## config.mk

```make
export PLATFORM = sky130hd
export DESIGN_NAME = coap_message_serializer
export DESIGN_NICKNAME = d
export VERILOG_FILES = /design/src/hdl/coapser_pkg.sv /design/src/hdl/coap_message_serializer.sv
export SDC_FILE = /design/constraint.sdc
export NUM_CORES = 1
export LEC_CHECK = 0
export BUFFER_PORTS_ARGS = -buffer_cell sky130_fd_sc_hd__buf_2
export CORE_UTILIZATION = 30
export DETAILED_ROUTE_END_ITERATION = 6
export PLACE_DENSITY_LB_ADDON = 0.3
export SKIP_CTS_REPAIR_TIMING = 1
export SYNTH_ARGS = -nofsm -noshare
export SYNTH_HDL_FRONTEND = slang
export SYNTH_SLANG_ARGS = --single-unit
```

## constraint.sdc

```tcl
create_clock -name clk -period 11.69 [get_ports clk]
set_input_delay 0 -clock clk [delete_from_list [all_inputs] [get_ports clk]]
set_output_delay 0 -clock clk [all_outputs]
set_load 0.01 [all_outputs]
```

## src/hdl/coapser_pkg.sv

```systemverilog
// coap serializer package: command and status codes, encoding constants, option nibble encoder
`timescale 1ns / 1ps

package coapser_pkg;

  typedef enum logic [2:0] {
    CMD_HEADER    = 3'd0,
    CMD_TOKEN     = 3'd1,
    CMD_OPT_START = 3'd2,
    CMD_OPT_VALUE = 3'd3,
    CMD_PAYLOAD   = 3'd4,
    CMD_END       = 3'd5
  } cmd_t;

  typedef enum logic [1:0] {
    ST_OK      = 2'd0,
    ST_INVALID = 2'd1,
    ST_SMALL   = 2'd2
  } status_t;

  typedef enum logic [0:0] {
    REG_OUTPUT_CAPACITY   = 1'd0,
    REG_MAX_OPTION_LENGTH = 1'd1
  } reg_index_t;

  localparam logic [1:0]  HDR_VERSION     = 2'd1;
  localparam logic [15:0] NIBBLE_MAX      = 16'd12;
  localparam logic [15:0] EXT1_OFFSET     = 16'd13;
  localparam logic [15:0] EXT1_MAX        = 16'd268;
  localparam logic [15:0] EXT2_OFFSET     = 16'd269;
  localparam logic [3:0]  NIBBLE_EXT1     = 4'd13;
  localparam logic [3:0]  NIBBLE_EXT2     = 4'd14;
  localparam logic [7:0]  PAYLOAD_MARKER  = 8'hFF;
  localparam logic [15:0] CAPACITY_RESET  = 16'd1024;
  localparam logic [15:0] MAX_OPT_LEN_RST = 16'd1034;
  localparam int          RES_DEPTH       = 5;
  localparam int          RES_IDX_W       = 3;

  // nibble plus up to two extended bytes for an option delta or length
  typedef struct packed {
    logic [3:0] nib;
    logic [1:0] cnt;
    logic [7:0] b0;
    logic [7:0] b1;
  } ext_t;

  function automatic ext_t encode_ext(input logic [15:0] v);
    ext_t        e;
    logic [15:0] r;
    begin
      r     = v - EXT2_OFFSET;
      e.nib = v[3:0];
      e.cnt = 2'd0;
      e.b0  = 8'd0;
      e.b1  = 8'd0;
      if (v <= NIBBLE_MAX) begin
        e.nib = v[3:0];
      end else if (v <= EXT1_MAX) begin
        e.nib = NIBBLE_EXT1;
        e.cnt = 2'd1;
        e.b0  = 8'(v - EXT1_OFFSET);
      end else begin
        e.nib = NIBBLE_EXT2;
        e.cnt = 2'd2;
        e.b0  = r[15:8];
        e.b1  = r[7:0];
      end
      return e;
    end
  endfunction

endpackage

```

## src/hdl/coap_message_serializer.sv

```systemverilog
// coap message serializer: item register, single-pass encoder, result buffer drained one beat a cycle
//   while result_stall is low; an accepted item passes the item register, then the result buffer
// throughput: one item per cycle while each item gives one result and result_stall is low;
//   a header gives 4 result bytes, an option start 1 to 5, the first payload byte 2; error and
//   ignored items give no result and pass through without waiting on the result buffer
// reset (rst, synchronous): clears message state, both stages and restores the register defaults
`timescale 1ns / 1ps

module coap_message_serializer #(
  parameter int MAX_OPTIONS = 16,
  parameter int MAX_TOKEN   = 8
) (
  input  logic        clk,
  input  logic        rst,
  // configuration writes
  input  logic        cfg_valid,
  output logic        cfg_ready,
  input  logic [0:0]  cfg_index,
  input  logic [15:0] cfg_data,
  // item channel
  input  logic        item_valid,
  output logic        item_stall,
  input  logic [2:0]  command,
  input  logic [1:0]  version,
  input  logic [1:0]  msg_type,
  input  logic [3:0]  token_len,
  input  logic [7:0]  msg_code,
  input  logic [15:0] msg_id,
  input  logic [15:0] opt_number,
  input  logic [15:0] opt_length,
  input  logic [7:0]  data_byte,
  // result channel
  output logic        result_valid,
  input  logic        result_stall,
  output logic [7:0]  out_byte,
  output logic        is_status,
  output logic [1:0]  status,
  output logic [15:0] byte_count,
  output logic        last
);
  import coapser_pkg::*;

  localparam int OPT_W = $clog2(MAX_OPTIONS + 1);

  // configuration
  logic [15:0] output_capacity;
  logic [15:0] max_option_length;

  // message state
  logic [15:0]      prev_opt_number, prev_opt_number_next;
  logic [15:0]      written, written_next;
  logic [OPT_W-1:0] opts_seen, opts_seen_next;
  logic [3:0]       token_left, token_left_next;
  logic [15:0]      value_left, value_left_next;
  logic             payload_begun, payload_begun_next;
  logic [1:0]       err_code, err_code_next;

  // item register
  logic        a_valid;
  logic [2:0]  a_command;
  logic [1:0]  a_version;
  logic [1:0]  a_msg_type;
  logic [3:0]  a_token_len;
  logic [7:0]  a_msg_code;
  logic [15:0] a_msg_id;
  logic [15:0] a_opt_number;
  logic [15:0] a_opt_length;
  logic [7:0]  a_data_byte;

  // result buffer
  logic                 b_valid;
  logic [7:0]           b_bytes [RES_DEPTH];
  logic [RES_IDX_W-1:0] b_cnt;
  logic [RES_IDX_W-1:0] b_idx;
  logic                 b_is_status;
  logic [1:0]           b_status;
  logic [15:0]          b_count;

  // encoder results
  logic [RES_IDX_W-1:0] res_cnt;
  logic [7:0]           res_bytes [RES_DEPTH];
  logic                 res_end;
  logic [1:0]           res_status;
  logic [15:0]          res_count;

  logic item_fire, out_fire, b_last, b_free, a_move, b_load;

  assign cfg_ready = 1'b1;

  assign out_fire  = b_valid && !result_stall;
  assign b_last    = (b_idx == b_cnt - RES_IDX_W'(1));
  assign b_free    = !b_valid || (out_fire && b_last);
  assign a_move    = a_valid && ((res_cnt == '0) || b_free);
  assign b_load    = a_move && (res_cnt != '0);
  assign item_stall = a_valid && !a_move;
  assign item_fire  = item_valid && !item_stall;

  assign result_valid = b_valid;
  assign out_byte     = b_bytes[b_idx];
  assign is_status    = b_is_status;
  assign status       = b_status;
  assign byte_count   = b_count;
  assign last         = b_last;

  // single-pass encoder for the item in the item register
  always_comb begin
    ext_t        dext;
    ext_t        lext;
    logic [15:0] delta;
    logic [2:0]  ext_n;
    logic [16:0] need;
    logic [1:0]  pos;
    logic [1:0]  q;
    logic [1:0]  st;

    res_cnt    = '0;
    res_end    = 1'b0;
    res_status = ST_OK;
    res_count  = '0;
    pos        = '0;
    q          = '0;
    for (int i = 0; i < RES_DEPTH; i++) begin
      res_bytes[i] = 8'd0;
    end
    prev_opt_number_next = prev_opt_number;
    written_next         = written;
    opts_seen_next       = opts_seen;
    token_left_next      = token_left;
    value_left_next      = value_left;
    payload_begun_next   = payload_begun;
    err_code_next        = err_code;

    delta = a_opt_number - prev_opt_number;
    dext  = encode_ext(delta);
    lext  = encode_ext(a_opt_length);
    ext_n = {1'b0, dext.cnt} + {1'b0, lext.cnt};
    need  = {1'b0, written};
    st    = err_code;

    if (a_command == CMD_END) begin
      if (err_code == ST_OK &&
          (written == '0 || token_left != '0 || value_left != '0)) begin
        st = ST_INVALID;
      end
      res_cnt    = RES_IDX_W'(1);
      res_end    = 1'b1;
      res_status = st;
      res_count  = written;
      prev_opt_number_next = '0;
      written_next         = '0;
      opts_seen_next       = '0;
      token_left_next      = '0;
      value_left_next      = '0;
      payload_begun_next   = 1'b0;
      err_code_next        = ST_OK;
    end else if (err_code == ST_OK) begin
      unique case (a_command)
        CMD_HEADER: begin
          need = {1'b0, written} + 17'd4;
          if (written != '0 || a_version != HDR_VERSION ||
              int'(a_token_len) > MAX_TOKEN) begin
            err_code_next = ST_INVALID;
          end else if (need > {1'b0, output_capacity}) begin
            err_code_next = ST_SMALL;
          end else begin
            res_cnt      = RES_IDX_W'(4);
            res_bytes[0] = {HDR_VERSION, a_msg_type, a_token_len};
            res_bytes[1] = a_msg_code;
            res_bytes[2] = a_msg_id[15:8];
            res_bytes[3] = a_msg_id[7:0];
            token_left_next = a_token_len;
            written_next    = need[15:0];
          end
        end
        CMD_TOKEN: begin
          need = {1'b0, written} + 17'd1;
          if (written == '0 || token_left == '0) begin
            err_code_next = ST_INVALID;
          end else if (need > {1'b0, output_capacity}) begin
            err_code_next = ST_SMALL;
          end else begin
            res_cnt         = RES_IDX_W'(1);
            res_bytes[0]    = a_data_byte;
            token_left_next = token_left - 4'd1;
            written_next    = need[15:0];
          end
        end
        CMD_OPT_START: begin
          need = {1'b0, written} + 17'd1 + {14'd0, ext_n};
          if (written == '0 || token_left != '0 || value_left != '0 || payload_begun ||
              opts_seen >= OPT_W'(MAX_OPTIONS) || a_opt_number < prev_opt_number ||
              a_opt_length > max_option_length) begin
            err_code_next = ST_INVALID;
          end else if (need > {1'b0, output_capacity}) begin
            err_code_next = ST_SMALL;
          end else begin
            res_cnt      = RES_IDX_W'(ext_n + 3'd1);
            res_bytes[0] = {dext.nib, lext.nib};
            // delta extension first, then length extension
            for (int j = 1; j < RES_DEPTH; j++) begin
              pos = 2'(j - 1);
              q   = pos - dext.cnt;
              if (pos < dext.cnt) begin
                res_bytes[j] = (pos == 2'd0) ? dext.b0 : dext.b1;
              end else begin
                res_bytes[j] = (q == 2'd0) ? lext.b0 : lext.b1;
              end
            end
            prev_opt_number_next = a_opt_number;
            opts_seen_next       = opts_seen + OPT_W'(1);
            value_left_next      = a_opt_length;
            written_next         = need[15:0];
          end
        end
        CMD_OPT_VALUE: begin
          need = {1'b0, written} + 17'd1;
          if (written == '0 || value_left == '0) begin
            err_code_next = ST_INVALID;
          end else if (need > {1'b0, output_capacity}) begin
            err_code_next = ST_SMALL;
          end else begin
            res_cnt         = RES_IDX_W'(1);
            res_bytes[0]    = a_data_byte;
            value_left_next = value_left - 16'd1;
            written_next    = need[15:0];
          end
        end
        CMD_PAYLOAD: begin
          need = {1'b0, written} + (payload_begun ? 17'd1 : 17'd2);
          if (written == '0 || token_left != '0 || value_left != '0) begin
            err_code_next = ST_INVALID;
          end else if (need > {1'b0, output_capacity}) begin
            err_code_next = ST_SMALL;
          end else begin
            if (payload_begun) begin
              res_cnt      = RES_IDX_W'(1);
              res_bytes[0] = a_data_byte;
            end else begin
              res_cnt      = RES_IDX_W'(2);
              res_bytes[0] = PAYLOAD_MARKER;
              res_bytes[1] = a_data_byte;
            end
            payload_begun_next = 1'b1;
            written_next       = need[15:0];
          end
        end
        default: begin
          // unused command codes change nothing
        end
      endcase
    end
  end

  // configuration registers
  always_ff @(posedge clk) begin
    if (rst) begin
      output_capacity   <= CAPACITY_RESET;
      max_option_length <= MAX_OPT_LEN_RST;
    end else if (cfg_valid && cfg_ready) begin
      unique case (cfg_index)
        REG_OUTPUT_CAPACITY:   output_capacity   <= cfg_data;
        REG_MAX_OPTION_LENGTH: max_option_length <= cfg_data;
        default: ;
      endcase
    end
  end

  // message state, updated as an item leaves the item register
  always_ff @(posedge clk) begin
    if (rst) begin
      prev_opt_number <= '0;
      written         <= '0;
      opts_seen       <= '0;
      token_left      <= '0;
      value_left      <= '0;
      payload_begun   <= 1'b0;
      err_code        <= ST_OK;
    end else if (a_move) begin
      prev_opt_number <= prev_opt_number_next;
      written         <= written_next;
      opts_seen       <= opts_seen_next;
      token_left      <= token_left_next;
      value_left      <= value_left_next;
      payload_begun   <= payload_begun_next;
      err_code        <= err_code_next;
    end
  end

  // item register
  always_ff @(posedge clk) begin
    if (rst) begin
      a_valid <= 1'b0;
    end else if (item_fire) begin
      a_valid <= 1'b1;
    end else if (a_move) begin
      a_valid <= 1'b0;
    end
  end

  always_ff @(posedge clk) begin
    if (item_fire) begin
      a_command    <= command;
      a_version    <= version;
      a_msg_type   <= msg_type;
      a_token_len  <= token_len;
      a_msg_code   <= msg_code;
      a_msg_id     <= msg_id;
      a_opt_number <= opt_number;
      a_opt_length <= opt_length;
      a_data_byte  <= data_byte;
    end
  end

  // result buffer
  always_ff @(posedge clk) begin
    if (rst) begin
      b_valid <= 1'b0;
      b_idx   <= '0;
      b_cnt   <= '0;
    end else if (b_load) begin
      b_valid <= 1'b1;
      b_idx   <= '0;
      b_cnt   <= res_cnt;
    end else if (out_fire) begin
      if (b_last) begin
        b_valid <= 1'b0;
        b_idx   <= '0;
      end else begin
        b_idx <= b_idx + RES_IDX_W'(1);
      end
    end
  end

  always_ff @(posedge clk) begin
    if (b_load) begin
      for (int i = 0; i < RES_DEPTH; i++) begin
        b_bytes[i] <= res_bytes[i];
      end
      b_is_status <= res_end;
      b_status    <= res_status;
      b_count     <= res_count;
    end
  end

  // checks
  a_idx_in_range: assert property (@(posedge clk) disable iff (rst)
    b_valid |-> (b_idx < b_cnt))
    else $error("result index beyond buffered count");

  a_status_single: assert property (@(posedge clk) disable iff (rst)
    (b_valid && b_is_status) |-> (b_cnt == RES_IDX_W'(1)))
    else $error("status result not alone in buffer");

  a_token_bound: assert property (@(posedge clk) disable iff (rst)
    int'(token_left) <= MAX_TOKEN)
    else $error("token count above limit");

  a_opts_bound: assert property (@(posedge clk) disable iff (rst)
    int'(opts_seen) <= MAX_OPTIONS)
    else $error("option count above limit");

  a_load_shows: assert property (@(posedge clk) disable iff (rst)
    b_load |=> (b_valid && b_idx == '0))
    else $error("loaded results not presented");

endmodule
```

* Word-level counts from Yosys, hierarchy flattened *
Memory sizes are Yosys's and may differ from the RTL's. A register that Yosys moved wholly into a read port is not among the register bits.
Cells that the tools add are included.

storage, ports and cells
  flip-flop bits (word level) = 194
  memory bits (writable) = 40
  input port bits = 97
  word-level logic and storage cells = 258
  memories = 1

cells by class
  $add $sub $neg = 20
  magnitude comparators = 16
  eq/ne operators = 24
  muxes and demuxes = 112
  bitwise gates (word level) = 2
  reduce and logical (&&, ||, !) cells = 57

memories
  name     depth  bits a word  rd ports  clocked after memory_dff  write ports  line                           RTL
  b_bytes  5      8            1         1                         5            coap_message_serializer.sv:72  logic [7:0] b_bytes [RES_DEPTH];

operators by type and width
  kind                   count
  $mux 16                24
  $mux 40                4
  $mux 8                 16
  $pmux 16 s5            1
  $gt 17x16->1           4
  $pmux 16 s2            2
  $pmux 8 s5             1
  $mux 18                2
  $le 16x4->1 const B    2
  $le 16x9->1 const B    2
  $logic_not 16->1       2
  $mux 32                1
  $mux 4                 8
  $reduce_bool 16->1     2
  $sub 16x9->16 const B  2
  $mux 31                1
  $mux 2                 15
  $mux 3                 10
  $ne 3x3->1 const B     10
  $mux 5                 5
  $mux 12                2
  $pmux 8 s3             1
  $add 16x1->17 const B  1
  $add 16x2->17          1
  46 further kinds       112

* Logic depth before layout (Yosys ltp) *
Gate-level depths: netlist of the first run.

  depth after elaboration = 20
  mapped depth = 37
  depth with buffers taken out = 34

* Worst setup path after synthesis of the first run *
Ideal clock, no wire load.

  path kind = reg-to-reg
  start = register a_opt_number[6]
  end = register a_command[0] (enable)
  data arrival time = 10201 ps
  required time = 11174 ps
  path slack = 972 ps
  cell stages (with the launch flop) = 32
  cells stage by stage = edfxtp_1 ha_1 clkbuf_1 nand2_1 a211oi_1 nor2_1 o41ai_1 xor2_1 nor4b_1 a21boi_0 clkbuf_1 clkbuf_1 xnor2_1 ha_1 inv_1 fa_1 inv_1 a21oi_1 nor2_1 nand4_1 or3_1 xnor2_1 ha_1 a2111oi_0 o21a_1 a21oi_1 nand3_1 nand2_1 nor4b_4 a221oi_4 a21oi_1 nor2b_1

between the ends
  word-level cells in the longest chain between the ends = 19
  elaborated cells on any way between the ends = 24
  those cells by class = add/sub (4); order compare (4); mux (7); reduce/logical (9)

ends and longest elaborated chain
  what                    line                            RTL
  start, declared         coap_message_serializer.sv:66   logic [15:0] a_opt_number;
  start signal, assigned  coap_message_serializer.sv:308  a_opt_number <= opt_number;
  $sub 16x16->16          coap_message_serializer.sv:133  delta = a_opt_number - prev_opt_number;
  $le 16x9->1             coapser_pkg.sv:58               end else if (v <= EXT1_MAX) begin
  $mux 12                 coapser_pkg.sv:58
  $mux 18                 coapser_pkg.sv:56               if (v <= NIBBLE_MAX) begin
  $add 2x2->3             coap_message_serializer.sv:136  ext_n = {1'b0, dext.cnt} + {1'b0, lext.cnt};
  $add 17x3->17           coap_message_serializer.sv:189  need = {1'b0, written} + 17'd1 + {14'd0, ext_n};
  $gt 17x16->1            coap_message_serializer.sv:194  end else if (need > {1'b0, output_capacity}) begin
  $mux 3                  coap_message_serializer.sv:194
  [5 not listed]          --
  $logic_or 1x1->1 (*)    coap_message_serializer.sv:93   assign a_move = a_valid && ((res_cnt == '0) || b_free);
  $logic_and 1x1->1 (*)   coap_message_serializer.sv:93
  $logic_not 1->1 (*)     coap_message_serializer.sv:95   assign item_stall = a_valid && !a_move;
  $logic_and 1x1->1 (*)   coap_message_serializer.sv:95
  via item_stall          coap_message_serializer.sv:22   output logic item_stall,
  $logic_not 1->1 (*)     coap_message_serializer.sv:96   assign item_fire = item_valid && !item_stall;
  $logic_and 1x1->1 (*)   coap_message_serializer.sv:96
  via item_fire           coap_message_serializer.sv:86   logic item_fire, out_fire, b_last, b_free, a_move, b_load;
  end signal, assigned    coap_message_serializer.sv:302  a_command <= command;
  end, declared           coap_message_serializer.sv:60   logic [2:0] a_command;

Mark *: on every way through the listed nets, which the timed path passes. The rest lies on a longest branch.
A chain may end at the register's enable or synchronous reset.

* Worst setup path in the final report of the first run *
  start = register a_opt_number[0]
  end = register opts_seen[0]

between the ends
  word-level cells in the longest chain between the ends = 16
  elaborated cells on any way between the ends = 23
  those cells by class = add/sub (4); order compare (4); eq/ne (2); mux (7); reduce/logical (6)

ends and longest elaborated chain
  what                            line                            RTL
  $sub 16x16->16                  coap_message_serializer.sv:133
  $le 16x9->1                     coapser_pkg.sv:58
  $mux 12                         coapser_pkg.sv:58
  $mux 18                         coapser_pkg.sv:56
  $add 2x2->3                     coap_message_serializer.sv:136
  $add 17x3->17                   coap_message_serializer.sv:189
  $gt 17x16->1                    coap_message_serializer.sv:194
  $mux 3                          coap_message_serializer.sv:194
  $mux 3                          coap_message_serializer.sv:190  if (written == '0 || token_left != '0 || value_left != '0 || payload_begun ||
  $pmux 3 s5                      coap_message_serializer.sv:157  unique case (a_command)
  $mux 3                          coap_message_serializer.sv:156  end else if (err_code == ST_OK) begin
  $mux 3                          coap_message_serializer.sv:140  if (a_command == CMD_END) begin
  $logic_not 3->1                 coap_message_serializer.sv:93
  $logic_or 1x1->1                coap_message_serializer.sv:93
  $logic_and 1x1->1               coap_message_serializer.sv:93
  $reduce_and 5->1 (no line) (*)  --
  end signal, assigned            coap_message_serializer.sv:281  opts_seen <= opts_seen_next;
  end, declared                   coap_message_serializer.sv:52   logic [OPT_W-1:0] opts_seen, opts_seen_next;

Every way passes the cells marked *; elsewhere a longest branch is shown, timed or not.

==> summary.md, run 1 <==
| Metric | Value |
|---|---|
| Outcome | finished clean |
| Critical path fanouts, max | 35 |
| CTS tree | built |
| Slowest cell on crit path | a21oi_2 |
| Setup crit start | a_opt_number[0] |
| Hold_ws | 0.0156 ns |
| Synth warn | 0 |
| R2r setup slk | 1.29 ns |
| Final min period | 10.40 ns |
| Leakage power | 7.16 nW |
| Fill count | 5299 |
| I/O pins | 128 |
| Mux contribution to synthesized area | 3.31% |
| Largest family of logic cells by synthesized area | compound AO/OA/AOI/OAI gates |
| Placed cell areas | 17100 um2 |
| Worst Path Arrival | 10.93 ns |
| Initial antenna violation count | 1 |
| Vias | 14300 |
| Slowest Stage Delay on Critical Path | 0.89 ns |
| Residual DRC | 0 |
| Critical R2R Launch | a_opt_number[0] |
| GR Util All Layers | 19.4% |
| Distinct cells, synth | 82 |
| Max VDD drop | 0.000113 V |
| Switching power of the nets | 0.000637 W |
| Worst setup margin | 1.29 ns |
| Full die area | 53600 um2 |
| Synth Flop Type | edfxtp_1 |
| Gate power share | 16.9% |
| Worst Setup Start Kind | register |
| Placer's final routability congestion estimate | 0.937 |
| Height of the die | 232 um |
| Largest delay contributor family on the critical path | compound AO/OA/AOI/OAI gates |
| Vias in the first global route | 13400 |
| Area growth, synth to finish | 20.2% |
| Synth Area per Inst | 9.01 um2 |
| Sw Ratio | 28.1% |
| Cell Int Power | 0.00163 W |
| Synth Area in XOR/XNOR | 5.54% |
| DP Worst Slack | 1.27 ns |
| FF+latch area | 6090 um2 |
| Synth Area in Compound Gates | 19.6% |
| R2R cell count | 34 |
| Worst Tran Pin Value | 1.20 ns |
| Critical Path Sink | opts_seen[0] |
| Post-Route WL | 53.4 mm |
| Count of state elements after synthesis | 237 |
| CTS Buf Count | 28 |
| Rows | 83 |
| Final non-filler cell area | 19000 um2 |
| Setup TNS | 0 ns |
| DR WL/cell | 20.3 um |
| Largest net degree at the start of global routing | 45 |
| Worst hold path class | in -> reg |
| Max_slew headroom | 19.8% |
| Clock power share | 41.6% |
| RSZ-0062 raised after global routing | false |
| Max_cap viols | 0 |
| Final net count | 2146 |
| Port Buffers | 126 |
| Initial Util | 30.6% |
| F_max | 96.1 MHz |
| Post-synth EDFFs | 134 |
| Bufs on Longest Clock Path | 3 |
| Post-Synthesis Cells | 1755 |
| Synthesized area | 15800 um2 |
| WP depth | 34 |
| Hpwl dp | 40.4 mm |
| First-pass GRT wire length | 80.7 mm |
| Post-Synth Adder-Cell Area | 9.72% |
| Area of the multi-input gates | 8990 um2 |
| Clock Skew | 0.0177 ns |
| Pre-antenna DRT Iters | 7 |
| Reg clk slew, reported paths | 0.07 ns |
| Syn nets | 1973 |
| Worst path buffer plus inverter count | 5 |
| Remaining Overflow, GRT | 0 |
| Share of post-route cells with drive strength above 1 | 12.2% |
| Die Width | 232 um |
| Pins Over Slew Limit | 0 |
| Synth async-reset ratio | 0% |
| Final Setup Violations | 0 |
| Reg power frac | 41.5% |
| RR Endpoint | opts_seen[0] |
| Tot Pwr | 0.00227 W |
| CTS sink count | 237 |
| Post-route ant nets | 0 |
| Critical path type | reg -> reg |
| Final worst-path cycle share | 89.0% |
| Core area | 51700 um2 |
| Seq/Total Area, Yosys | 38.5% |
| First DRT Iteration DRCs | 1396 |
| Setup crit end kind | register |
| P per Cell Area | 119 nW/um2 |
| CTS root buffer | clkbuf_16 |
| Number of H-tree levels | 1 |
| WP data required | 12.22 ns |
| Hold Vio Cnt, Final | 0 |
| Simple-Gate Fraction of Synth Area | 18.5% |
| Clk Latency, worst-skew pair | 0.59 ns |
| Vias per std cell | 5.42 |
## cell usage in the layout (no fill, tap or decap), drive strengths merged, types with 21 or more instances in the layout
cell type and instances:
a21oi 144, a22o 21, buf 142, clkbuf 32, dfxtp 103, dlygate4sd3 96, edfxtp 134, ha 118
inv 95, mux2i 23, nand2 199, nand3 42, nand4 30, nor2 140, nor3 57, o211ai 34
o21ai 75, xnor2 61, xor2 39
## worst min path at each step
| stage | startpoint | end | slack, ns | depth (start not counted) |
|---|---|---|---|---|
| floorplan | command[0] | a_command[0] | 0.1 | 0 |
| global placement | msg_id[11] | a_msg_id[11] | 0.18 | 1 |
| CTS | opt_number[9] | a_opt_number[9] | -0.44 | 1 |
| global route | rst | output_capacity[0] | 0.006 | 2 |
| detailed placement | opt_number[14] | a_opt_number[14] | 0.18 | 1 |
| finish | rst | output_capacity[0] | 0.02 | 2 |
## cell type report
| type | instances | share of cell area, % |
|---|---|---|
| sequential | 237 | 32.0 |
| tap | 680 | 4.48 |
| antenna | 1 | 0.0132 |
| inverter | 95 | 1.88 |
| multi-input combinational | 1328 | 47.3 |
| clock buffer | 32 | 3.77 |
| clock inverter | 20 | 1.45 |
| timing repair buffer | 238 | 9.07 |
## sequential cells by signal, indices dropped and copies added (netlist names), 8 cells and up, named ones only
name,flops
a_data_byte,8
a_msg_code,8
a_msg_id,16
a_opt_length,16
a_opt_number,16
b_bytes,40
byte_count,16
max_option_length,16
output_capacity,16
prev_opt_number,16
value_left,16
written,16
## Yosys cell counts, types with 14 or more instances
cell type	n	area (um2)
o22ai_1	14	87.6
edfxtp_1	134	4020
ha_1	118	1480
nand2_1	199	747
a21o_1	16	120
a21oi_1	143	716
or3_1	17	106
o21ai_0	73	365
clkbuf_1	70	263
a22o_1	21	184
o211ai_1	33	248
a31oi_1	18	113
dfxtp_1	103	2060
mux2i_1	23	230
nor3_1	56	280
nand2b_1	15	93.8
nand3_1	42	210
a211oi_1	17	128
and3_1	20	125
nand4_1	28	175
xnor2_1	61	534
nor2_1	138	518
a22oi_1	20	150
xor2_1	39	342
inv_1	93	349
## through the flow
step           std cells  utilization [%]
2_1_floorplan       1755                -
5_1_grt             2630             36.7
4_1_cts             2534             34.9
3_3_place_gp        2482             33.0
3_5_place_dp        2482             33.0
6_report            2631             36.7
## logic make-up after synthesis
| group | after synthesis |
|---|---|
| and+or+nand+nor | 598 |
| adders and majority gates | 121 |
| muxes | 41 |
| buffers and inverters | 190 |
| xor gates and xnor gates | 100 |
| DFF | 237 |
| other | 1 |
| AOI/OAI and AO/OA | 467 |
## power groups by stage
stage	sequential (W)	combinational, W	clock [W]
after detailed placement	0.000958	0.000352	0
after floorplan	0.000946	0.000240	0
final	0.000940	0.000384	0.000944
after global placement	0.000957	0.000347	0
after CTS	0.000940	0.000353	0.000972
after global routing	0.000943	0.000421	0.00100
## per-layer routing
metal	track usage [%]	vias up	wire [um]
met5	0	-	0
met4	6.27	0	1460
met3	2.82	75	3560
met2	30.3	508	23900
met1	27.4	6834	24500
li1	-	6834	-
Note: power is estimated with default switching activity, not from simulation.
==> inputs of run 2 (changes only) <==
--- a/config.mk
+++ b/config.mk
@@ -5,8 +5,9 @@
 export SDC_FILE = /design/constraint.sdc
 export NUM_CORES = 1
 export LEC_CHECK = 0
+export ABC_CLOCK_PERIOD_IN_PS = 11690
 export BUFFER_PORTS_ARGS = -buffer_cell sky130_fd_sc_hd__buf_2
-export CORE_UTILIZATION = 30
+export CORE_UTILIZATION = 55
 export DETAILED_ROUTE_END_ITERATION = 6
 export PLACE_DENSITY_LB_ADDON = 0.3
 export SKIP_CTS_REPAIR_TIMING = 1
==> summary.md, run 2 (synthesis gave the netlist of run 1 again) <==
| Metric | Value |
|---|---|
| Remaining Overflow, GRT | 0 (unchanged) |
| Final non-filler cell area | 18500 um2 (was 19000 um2) |
| Cells after DPL | 2178 (was 2482) |
| Area growth, synth to finish | 16.7% (was 20.2%) |
| Pins Over Slew Limit | 0 (unchanged) |
| Failing checks | hold timing |
| Commonest non-fill, non-tap cells in the layout | 199 x nand2_1, 142 x a21oi_1, 138 x nor2_1 (unchanged) |
| Pre-antenna DRT Iters | 6 (was 7) |
| Rows | 61 (was 83) |
| R2R cell count | 35 (was 34) |
| RR Endpoint | opts_seen[0] (unchanged) |
| Setup TNS | 0 ns (unchanged) |
| Worst Path Arrival | 10.76 ns (was 10.93 ns) |
| Residual DRC | 0 (unchanged) |
| CTS sink count | 237 (unchanged) |
| Core area | 28000 um2 (was 51700 um2) |
| Port Buffers | 126 (unchanged) |
| Outcome | finished with violations (was finished clean) |
| Max_slew headroom | 14.8% (was 19.8%) |
| Post-route ant nets | 0 (unchanged) |
| DR WL/cell | 21.3 um (was 20.3 um) |
| WP data required | 12.17 ns (was 12.22 ns) |
| Die Width | 172 um (was 232 um) |
| Max_cap viols | 0 (unchanged) |
| Fill count | 2299 (was 5299) |
| Clk Latency, worst-skew pair | 0.55 ns (was 0.59 ns) |
| Final net count | 2140 (was 2146) |
| Largest net degree at the start of global routing | 76 (was 45) |
| Vias in the first global route | 12900 (was 13400) |
| Max VDD drop | 0.000119 V (was 0.000113 V) |
| Commonest non-fill, non-tap cell in the layout | nand2_1 (unchanged) |
| Slowest cell on crit path | a21oi_2 (unchanged) |
| First DRT Iteration DRCs | 1744 (was 1396) |
| GR Util All Layers | 31.9% (was 19.4%) |
| Post-Route WL | 49.4 mm (was 53.4 mm) |
| Bufs on Longest Clock Path | 3 (unchanged) |
| Worst Hold Launch | result_stall (was rst) |
| Initial antenna violation count | 0 (was 1) |
| Setup crit end kind | register (unchanged) |
| Initial Util | 56.5% (was 30.6%) |
| Worst Tran Pin Value | 1.25 ns (was 1.20 ns) |
| Height of the die | 172 um (was 232 um) |
| Critical path type | reg -> reg (unchanged) |
| I/O pins | 128 (unchanged) |
| Share of post-route cells with drive strength above 1 | 11.8% (was 12.2%) |
| Placer's final routability congestion estimate | 0.960 (was 0.937) |
| Hpwl dp | 35.6 mm (was 40.4 mm) |
| Placed cell areas | 16700 um2 (was 17100 um2) |
| Hold Vio Cnt, Final | 4 (was 0) |
| Critical path fanouts, max | 35 (unchanged) |
| Hold_ws | -0.0214 ns (was 0.0156 ns) |
| Worst Setup Start Kind | register (unchanged) |
| R2r setup slk | 1.41 ns (was 1.29 ns) |
| Leakage power | 7.09 nW (was 7.16 nW) |
| F_max | 97.3 MHz (was 96.1 MHz) |
| Number of H-tree levels | 1 (unchanged) |
| Vias | 14700 (was 14300) |
| Worst hold path stage count | 5 (was 2) |
| Final Setup Violations | 0 (unchanged) |
| Vias per std cell | 6.33 (was 5.42) |
| Slowest Stage Delay on Critical Path | 0.82 ns (was 0.89 ns) |
| Final std cells w/o fill | 2321 (was 2631) |
| CTS tree | built (unchanged) |
| Register name with the most flops | b_bytes (unchanged) |
| Final worst-path cycle share | 87.9% (was 89.0%) |
| Critical R2R Launch | a_opt_number[0] (unchanged) |
| Full die area | 29400 um2 (was 53600 um2) |
| P per Cell Area | 117 nW/um2 (was 119 nW/um2) |
| CTS Buf Count | 26 (was 28) |
| RSZ-0062 raised after global routing | false (unchanged) |
| Largest register FFs | 40 (unchanged) |
| First-pass GRT wire length | 72.5 mm (was 80.7 mm) |
| Final min period | 10.28 ns (was 10.40 ns) |
| Worst hold path class | in -> reg (unchanged) |
| Reg clk slew, reported paths | 0.07 ns (about the same) |
| CTS root buffer | clkbuf_16 (unchanged) |
| Clock Skew | 0.0280 ns (was 0.0177 ns) |
## run 2: metal layers
metal  vias up  global-route usage [%]  share of wire, %
met5         -                       0                 0
met4         0                    8.23               2.7
met3       113                    4.33               9.6
met2       855                    47.9                44
met1      6891                    47.7                44
li1       6824                       -                 -
## run 2: layout make-up
type / count / area [um2] / share of cell area (%)
Inverter: 95 / 357 / 1.93
Tap cell: 378 / 473 / 2.56
Sequential cell: 237 / 6090 / 33.0
Clock buffer: 35 / 704 / 3.82
Multi-Input combinational cell: 1328 / 8990 / 48.7
Antenna cell: 1 / 2.50 / 0.0136
Timing Repair Buffer: 234 / 1690 / 9.15
Clock inverter: 13 / 159 / 0.861
## run 2: stage by stage
step           utilization, %  worst slack [ns]  total power (W)
2_1_floorplan               -             0.972          0.00119
3_3_place_gp             59.5              2.00          0.00129
3_5_place_dp             59.5              1.66          0.00130
4_1_cts                  62.5              1.60          0.00212
5_1_grt                  65.9             0.661          0.00222
6_report                 65.9              1.41          0.00215
## run 2: worst max-delay path: cells and delay by family (launching register included)
family | cells | cell delay (ns)
compound gates | 12 | 3.48
simple gates | 9 | 2.83
flops | 1 | 0.34
buf+inv | 6 | 1.24
mux | 1 | 0.29
xor+xnor | 1 | 0.24
fa+ha+maj | 6 | 1.74
## run 2: power by group
group          internal, W  leakage [nW]  switching, W
registers         0.000911          2.10     0.0000302
clock network     0.000492         0.422      0.000342
logic             0.000145          4.57      0.000234
## run 2: worst max-delay path by stage
stage | startpoint | endpoint | slack, ns | cells after the start
2_1_floorplan | a_opt_number[6] | a_command[0] | 0.97 | 31
3_3_place_gp | a_opt_number[0] | opts_seen[0] | 2.00 | 35
3_5_place_dp | a_opt_number[0] | opts_seen[0] | 1.66 | 35
4_1_cts | a_opt_number[0] | opts_seen[0] | 1.60 | 35
5_1_grt | a_opt_number[0] | opts_seen[0] | 0.66 | 35
6_report | a_opt_number[0] | opts_seen[0] | 1.41 | 35
